### src/rtl/core/knnbg_pkg.sv
// Shared types and constants of the per-pixel KNN background subtractor.
`default_nettype none

package knnbg_pkg;

  localparam int PIX_W      = 10;
  localparam int TEMP_W     = 16;
  localparam int DIST_W     = 16;
  localparam int SLOT_W     = 6;
  localparam int CNT_W      = 7;
  localparam int K_W        = 5;
  localparam int MINS_W     = 5;
  localparam int CFG_IDX_W  = 3;
  localparam int CFG_DATA_W = 16;

  // Opcodes of an input request
  localparam logic [1:0] OP_DETECT = 2'd0;
  localparam logic [1:0] OP_LEARN  = 2'd1;
  localparam logic [1:0] OP_INIT   = 2'd2;
  localparam logic [1:0] OP_NOP    = 2'd3;

  // Configuration register indexes
  localparam logic [CFG_IDX_W-1:0] REG_HISTORY_DEPTH   = 3'd0;
  localparam logic [CFG_IDX_W-1:0] REG_NEIGHBOUR_COUNT = 3'd1;
  localparam logic [CFG_IDX_W-1:0] REG_LEARN_RATE      = 3'd2;
  localparam logic [CFG_IDX_W-1:0] REG_THRESHOLD       = 3'd3;
  localparam logic [CFG_IDX_W-1:0] REG_MIN_SAMPLES     = 3'd4;

  typedef struct packed {
    logic [1:0]              opcode;
    logic [PIX_W-1:0]        pixel_index;
    logic signed [TEMP_W-1:0] temperature;
    logic                    masked;
    logic [6:0]              random_draw;
    logic                    frame_end;
  } in_item_t;

  typedef struct packed {
    logic [PIX_W-1:0]  result_pixel;
    logic              foreground;
    logic [DIST_W-1:0] mean_distance;
  } out_result_t;

  // Command handed from the front to the back
  typedef struct packed {
    logic                     is_detect;
    logic [PIX_W-1:0]         pixel;
    logic signed [TEMP_W-1:0] temperature;
    logic [SLOT_W-1:0]        slot;
    logic [CNT_W-1:0]         count;
  } cmd_t;

  // Settings the back uses for a detect
  typedef struct packed {
    logic [K_W-1:0]    k;
    logic [DIST_W-1:0] threshold;
    logic [MINS_W-1:0] min_samples;
  } back_cfg_t;

endpackage

`default_nettype wire

### src/rtl/core/knnbg_fifo.sv
// Four-entry command queue between front and back.
`default_nettype none

module knnbg_fifo (
  input  wire logic            clk,
  input  wire logic            rst_n,
  input  wire logic            push,
  input  wire knnbg_pkg::cmd_t push_cmd,
  input  wire logic            pop,
  output knnbg_pkg::cmd_t      head,
  output logic                 empty,
  output logic                 full
);

  localparam int DEPTH = 4;
  localparam int AW    = $clog2(DEPTH);

  knnbg_pkg::cmd_t mem_r [DEPTH];
  logic [AW-1:0]   wr_ptr_r;
  logic [AW-1:0]   rd_ptr_r;
  logic [AW:0]     fill_r;
  logic            do_push;
  logic            do_pop;

  assign empty   = fill_r == '0;
  assign full    = fill_r == (AW+1)'(DEPTH);
  assign do_push = push && !full;
  assign do_pop  = pop && !empty;
  assign head    = mem_r[rd_ptr_r];

  // Advance pointers and fill level
  always_ff @(posedge clk) begin
    if (!rst_n) begin
      wr_ptr_r <= '0;
      rd_ptr_r <= '0;
      fill_r   <= '0;
    end else begin
      if (do_push) wr_ptr_r <= wr_ptr_r + AW'(1);
      if (do_pop)  rd_ptr_r <= rd_ptr_r + AW'(1);
      if (do_push && !do_pop) fill_r <= fill_r + (AW+1)'(1);
      else if (do_pop && !do_push) fill_r <= fill_r - (AW+1)'(1);
    end
  end

  always_ff @(posedge clk) begin
    if (do_push) mem_r[wr_ptr_r] <= push_cmd;
  end

endmodule

`default_nettype wire

### config.mk
export PLATFORM = sky130hd
export DESIGN_NAME = knnbg_fifo
export DESIGN_NICKNAME = d
export VERILOG_FILES = /design/src/rtl/core/knnbg_pkg.sv /design/src/rtl/core/knnbg_fifo.sv
export SDC_FILE = /design/constraint.sdc
export NUM_CORES = 1
export LEC_CHECK = 0
export BUFFER_PORTS_ARGS = -buffer_cell sky130_fd_sc_hd__buf_4
export CAP_MARGIN = 20
export CORE_MARGIN = 1
export CORE_UTILIZATION = 40
export DETAILED_ROUTE_END_ITERATION = 10
export PLACE_DENSITY_LB_ADDON = 0.15
export SYNTH_ARGS = -nofsm -noshare
export SYNTH_HDL_FRONTEND = slang
export SYNTH_SLANG_ARGS = --single-unit
### constraint.sdc
create_clock -name clk -period 4.9 [get_ports clk]
set_input_delay 0.735 -clock clk [delete_from_list [all_inputs] [get_ports clk]]
set_output_delay 0.735 -clock clk [all_outputs]
set_load 0.03 [all_outputs]
* Word level (Yosys, flattened, before mapping)
Memories as Yosys holds them, arrays and structs flattened. A register that Yosys moved wholly into a read port is not among the register bits. Cells that the tools add are included.
Storage, ports and cells: register bits 7, bits in writable memories 160, word-level logic and storage cells 25, memories kept 1
Memory list:
- mem_r | depth 4, bits a word 40, read ports 1, clocked after Yosys merged registers in 1, wr ports 1, RTL line knnbg_fifo.sv:18 | knnbg_pkg::cmd_t mem_r [DEPTH];
Cells by class: add/subtract/negate cells 4, equality and inequality tests 1, mux-type cells 6, reduce and logical (&&, ||, !) cells 10
Operator list (number):
- 3-bit 2-to-1 mux | 2
- 2-bit by 1-bit adder with 2-bit output (second input constant) | 2
- 1-bit logical AND | 4
- 1-bit logical NOT | 4
- 2-bit 2-to-1 mux | 2
- 3-bit by 1-bit adder with 3-bit output (second input constant) | 1
- 3-bit equality test (second input constant) | 1
- 3-bit logical NOT | 1
- 3-bit by 1-bit subtractor with 3-bit output (second input constant) | 1
- 1-bit 2-to-1 mux | 2
- 2-bit nonzero test | 1

* Longest topological paths before layout
depth in word-level cells 7, depth in mapped cells 9, mapped depth without buffers 8

* Worst setup path after synthesis
Ideal clock, no wire load.
kind input to register, start point in push, end point mem mem_r[0][0] (netlist bit), enable pin, arrival time 1.989 ns, data required time 4.499 ns, setup slack 2.510 ns, cell stages on the path 3, buffers on the path 1, cell sequence nor2b_1 buf_6 and2_1
Between the ends: longest elaborated chain between the ends 3
Ends and longest elaborated chain:
- start, declared | RTL line knnbg_fifo.sv:7 | input wire logic push,
- 1-bit logical AND | RTL line knnbg_fifo.sv:27 | assign do_push = push && !full;
- named net do_push | RTL line knnbg_fifo.sv:22 | logic do_push;
- 1-bit 2-to-1 mux | RTL line knnbg_fifo.sv:46 | if (do_push) mem_r[wr_ptr_r] <= push_cmd;
- 1-bit 2-to-1 mux (not written as such) | RTL line knnbg_fifo.sv:46
- end, declared | RTL line knnbg_fifo.sv:18
The timed path passes the listed nets, and every way through them passes these cells.

==> impl_metrics.prom <==
# TYPE chip_impl_metric gauge
chip_impl_info{name="status",value="finished clean"} 1
chip_impl_metric{name="grt_start_max_net_pins",unit=""} 41
chip_impl_metric{name="die-area",unit="sq um"} 16300
chip_impl_metric{name="floorplan.die.width",unit="microns"} 128
chip_impl_metric{name="p_sw",unit="mW"} 1.25
chip_impl_metric{name="vias_after_detailed_routing",unit=""} 2804
chip_impl_metric{name="tritoncts_num_sinks",unit=""} 169
chip_impl_info{name="min-delay-path-class",value="flop to flop"} 1
chip_impl_metric{name="n_antenna_cell",unit=""} 0
chip_impl_metric{name="synth_cell_type_count",unit=""} 23
chip_impl_info{name="cts_tree",value="built"} 1
chip_impl_metric{name="layout-area-overhead-vs-synth",unit="%"} 21.7
chip_impl_metric{name="power-per-cell-area",unit="nW/um^2"} 551
chip_impl_metric{name="detailed_place_hpwl",unit="mm"} 6.10
chip_impl_metric{name="ctsHoldBuffers",unit=""} 0
chip_impl_metric{name="io_pins",unit=""} 86
chip_impl_metric{name="antenna_found_initial",unit=""} 0
chip_impl_metric{name="yosysWarningCount",unit=""} 0
chip_impl_metric{name="syn-num-nets",unit=""} 307
chip_impl_metric{name="vias_in_the_first_global_route",unit=""} 3009
chip_impl_metric{name="avgViaCountPerCell",unit=""} 4.84
chip_impl_metric{name="total_power",unit="mW"} 4.23
chip_impl_info{name="ys.flop_type",value="sky130_fd_sc_hd__edfxtp_1"} 1
chip_impl_metric{name="post_cts.resized_instances",unit=""} 0
chip_impl_metric{name="timing.final.setup_violations",unit=""} 0
chip_impl_metric{name="drv.max_cap_violation_count",unit=""} 0
chip_impl_info{name="critPathCaptureType",value="primary output"} 1
chip_impl_metric{name="slew_viol_final",unit=""} 0
chip_impl_metric{name="wire_per_inst",unit="microns"} 18.0
chip_impl_metric{name="max_clock_freq",unit="GHz"} 0.345
chip_impl_metric{name="final_net_count",unit=""} 405
chip_impl_metric{name="buffer_count_from_post_cts_setup_fixing",unit=""} 0
chip_impl_metric{name="number_of_buffers_created_by_cts",unit=""} 17
chip_impl_metric{name="net_switching_fraction_of_the_power",unit=""} 0.297
chip_impl_metric{name="sequentialPowerShare",unit=""} 0.449
chip_impl_info{name="setup_repair_after_global_routing_missed_its_margin",value="no"} 1
chip_impl_metric{name="all_layer_global_routing_usage",unit=""} 0.142
chip_impl_metric{name="synth_largest_type_area_fraction",unit=""} 0.762
chip_impl_metric{name="drtIter0Drc",unit=""} 177
chip_impl_info{name="post_synth_main_area_contributors",value="sky130_fd_sc_hd__edfxtp_1, sky130_fd_sc_hd__mux4_2, sky130_fd_sc_hd__dfxtp_1"} 1
chip_impl_metric{name="p_int",unit="mW"} 2.98
chip_impl_metric{name="cp.arrival",unit="ns"} 2.16
chip_impl_metric{name="final.period_utilization",unit=""} 0.591
chip_impl_metric{name="grt_first_pass_wirelength",unit="mm"} 16.1
chip_impl_info{name="synth_top_area_cell",value="sky130_fd_sc_hd__edfxtp_1"} 1
chip_impl_metric{name="dieHeight",unit="microns"} 128
chip_impl_metric{name="fin_skew",unit="ns"} 0.00621
chip_impl_metric{name="worst_slew_pin_slew",unit="ns"} 0.839
chip_impl_metric{name="htree_levels",unit=""} 4
chip_impl_metric{name="finish.instance_area",unit="sq um"} 7680
chip_impl_metric{name="worst_setup_hold_path_clk_slew",unit="ns"} 0.06
chip_impl_metric{name="worst_skew_pair.late_latency",unit="ns"} 0.42
chip_impl_metric{name="max-clock-path-buffers",unit=""} 2
chip_impl_metric{name="starting_density_of_the_core",unit=""} 0.412
chip_impl_metric{name="global_route.overflow_total",unit=""} 0
chip_impl_metric{name="power.clock.fraction",unit=""} 0.278
chip_impl_info{name="timing_worst_setup_path_type",value="flop to primary output"} 1
chip_impl_metric{name="rows",unit=""} 45
chip_impl_metric{name="routed_wirelength",unit="mm"} 10.4
chip_impl_metric{name="hold_violations",unit=""} 0
chip_impl_metric{name="route.detailed.drc",unit=""} 0
chip_impl_info{name="synth_common_cells",value="sky130_fd_sc_hd__edfxtp_1, sky130_fd_sc_hd__mux4_2, sky130_fd_sc_hd__dfxtp_1"} 1
chip_impl_metric{name="syn_area",unit="sq um"} 6310
chip_impl_metric{name="avgSynthCellArea",unit="sq um"} 24.5
chip_impl_metric{name="synth_cells",unit=""} 257
chip_impl_metric{name="proportion_of_layout_cells_with_a_drive_suffix_above_1",unit=""} 0.440
chip_impl_metric{name="design.core.area",unit="sq um"} 15300
chip_impl_metric{name="power.share.combinational",unit=""} 0.272
chip_impl_metric{name="cp.required",unit="ns"} 4.16
chip_impl_metric{name="placedInstanceArea",unit="sq um"} 7150
chip_impl_metric{name="path_max_fanout",unit=""} 40
chip_impl_metric{name="drt_first_pass_iters",unit=""} 4
chip_impl_info{name="master_cell_of_the_clock_root_buffer",value="sky130_fd_sc_hd__clkbuf_16"} 1
chip_impl_metric{name="antenna_violating_nets_post_route",unit=""} 0
chip_impl_metric{name="synth_enable_flop_cells",unit=""} 160
chip_impl_metric{name="asyncSetResetFlopFracSynth",unit=""} 0
chip_impl_metric{name="port_buffer_cells",unit=""} 85
chip_impl_metric{name="postSynthRegisterBits",unit=""} 169
chip_impl_metric{name="place_congestion",unit=""} 0.670
chip_impl_info{name="cp-start-kind",value="flop"} 1
chip_impl_metric{name="ys_seq_area_frac",unit=""} 0.790
chip_impl_metric{name="post-route-min-period",unit="ns"} 2.89
chip_impl_metric{name="vdd_ir_drop_max",unit="uV"} 259
chip_impl_metric{name="leakage",unit="nW"} 2.58
chip_impl_metric{name="timing.slew.headroom",unit=""} 0.441
chip_impl_info{name="synthMostInstantiatedCell",value="sky130_fd_sc_hd__edfxtp_1"} 1
chip_impl_metric{name="timing.setup.tns",unit="ns"} 0
[layer usage]
metal,routed length (microns),up-vias,share of wire,GRT usage
met5,0,-,0,0
met4,200,0,0.019,0.0693
met3,600,15,0.058,0.0519
met2,5100,70,0.49,0.229
met1,4490,1453,0.43,0.168
li1,-,1266,-,-
[metrics by stage]
| stage | hold slack, ns | std cells | utilization | worst slack (ns) |
|---|---|---|---|---|
| CTS | 0.498 | 579 | 0.501 | 1.90 |
| global placement | 0.492 | 545 | 0.465 | 2.24 |
| floorplan | 0.468 | 257 | - | 2.51 |
| finish | 0.504 | 579 | 0.501 | 2.01 |
| global route | 0.498 | 579 | 0.501 | 1.83 |
| detailed placement | 0.497 | 547 | 0.467 | 2.26 |
[cell type report]
type	instances	area [sq um]
sequential	169	4990
inverter	3	11.3
timing repair buffer	90	701
clock inverter	11	81.3
fill	1271	7640
clock buffer	21	440
multi-input combinational	74	1190
tap	211	264
[flip-flops by register name, summed over array words and instances (netlist names), named ones only]
name,flops
mem_r,160
fill_r,3
rd_ptr_r,2
wr_ptr_r,2
[worst max-delay path, cell delays in order, from the launching register on]
cell and delay [ns]:
sky130_fd_sc_hd__dfxtp_4 0.90, sky130_fd_sc_hd__mux4_2 0.62, sky130_fd_sc_hd__buf_4 0.19
[worst paths after layout]
path                from           to  slack [ns]  cells past startpoint
max                 flop     head[23]        2.01                      2
min          wr_ptr_r[0]  wr_ptr_r[0]        0.50                      2
max reg2reg    fill_r[0]    fill_r[2]        2.49                      8
min reg2reg  wr_ptr_r[0]  wr_ptr_r[0]        0.50                      2
[power groups by stage]
stage | registers, mW | logic, mW | clock network (mW)
floorplan | 1.83 | 0.928 | 0
global placement | 1.96 | 1.14 | 0
detailed placement | 1.95 | 1.17 | 0
CTS | 1.92 | 1.17 | 1.21
global route | 1.94 | 1.22 | 1.27
finish | 1.90 | 1.15 | 1.18
[cells by family after synthesis]
logic type	count (synthesis)	share of synthesized area
AO/OA/AOI/OAI	4	0.00536
AND/OR/NAND/NOR	17	0.0161
buffers and inverters	14	0.0218
adder cells (fa/ha/maj)	6	0.0131
multiplexers	43	0.148
flip-flops	169	0.790
XOR/XNOR	4	0.00556
[placed cells by master (no fill, tap or decap)]
| master | n |
|---|---|
| sky130_fd_sc_hd__edfxtp_1 | 160 |
| sky130_fd_sc_hd__buf_4 | 88 |
| sky130_fd_sc_hd__mux4_2 | 40 |
| sky130_fd_sc_hd__clkbuf_16 | 17 |
| sky130_fd_sc_hd__dfxtp_1 | 7 |
| sky130_fd_sc_hd__ha_1 | 5 |
| sky130_fd_sc_hd__and2_2 | 4 |
| sky130_fd_sc_hd__and2_1 | 4 |
| sky130_fd_sc_hd__nand2_1 | 4 |
| sky130_fd_sc_hd__clkinv_2 | 4 |
| sky130_fd_sc_hd__clkbuf_1 | 4 |
| sky130_fd_sc_hd__clkinv_1 | 4 |
| sky130_fd_sc_hd__inv_1 | 3 |
| sky130_fd_sc_hd__xnor2_1 | 3 |
| sky130_fd_sc_hd__mux2i_1 | 3 |
| sky130_fd_sc_hd__nor2b_1 | 2 |
| sky130_fd_sc_hd__buf_12 | 2 |
| sky130_fd_sc_hd__nor3b_2 | 1 |
| sky130_fd_sc_hd__nor3_1 | 1 |
| sky130_fd_sc_hd__o31ai_2 | 1 |
| sky130_fd_sc_hd__o311ai_1 | 1 |
| sky130_fd_sc_hd__xor2_1 | 1 |
| sky130_fd_sc_hd__o21ai_0 | 1 |
| sky130_fd_sc_hd__or3_1 | 1 |
| sky130_fd_sc_hd__a21boi_0 | 1 |
| sky130_fd_sc_hd__fa_1 | 1 |
| sky130_fd_sc_hd__dfxtp_4 | 1 |
| sky130_fd_sc_hd__dfxtp_2 | 1 |
| sky130_fd_sc_hd__clkinvlp_4 | 1 |
| sky130_fd_sc_hd__clkinv_4 | 1 |
| sky130_fd_sc_hd__bufinv_16 | 1 |
Power figures use the tool's default switching activity.
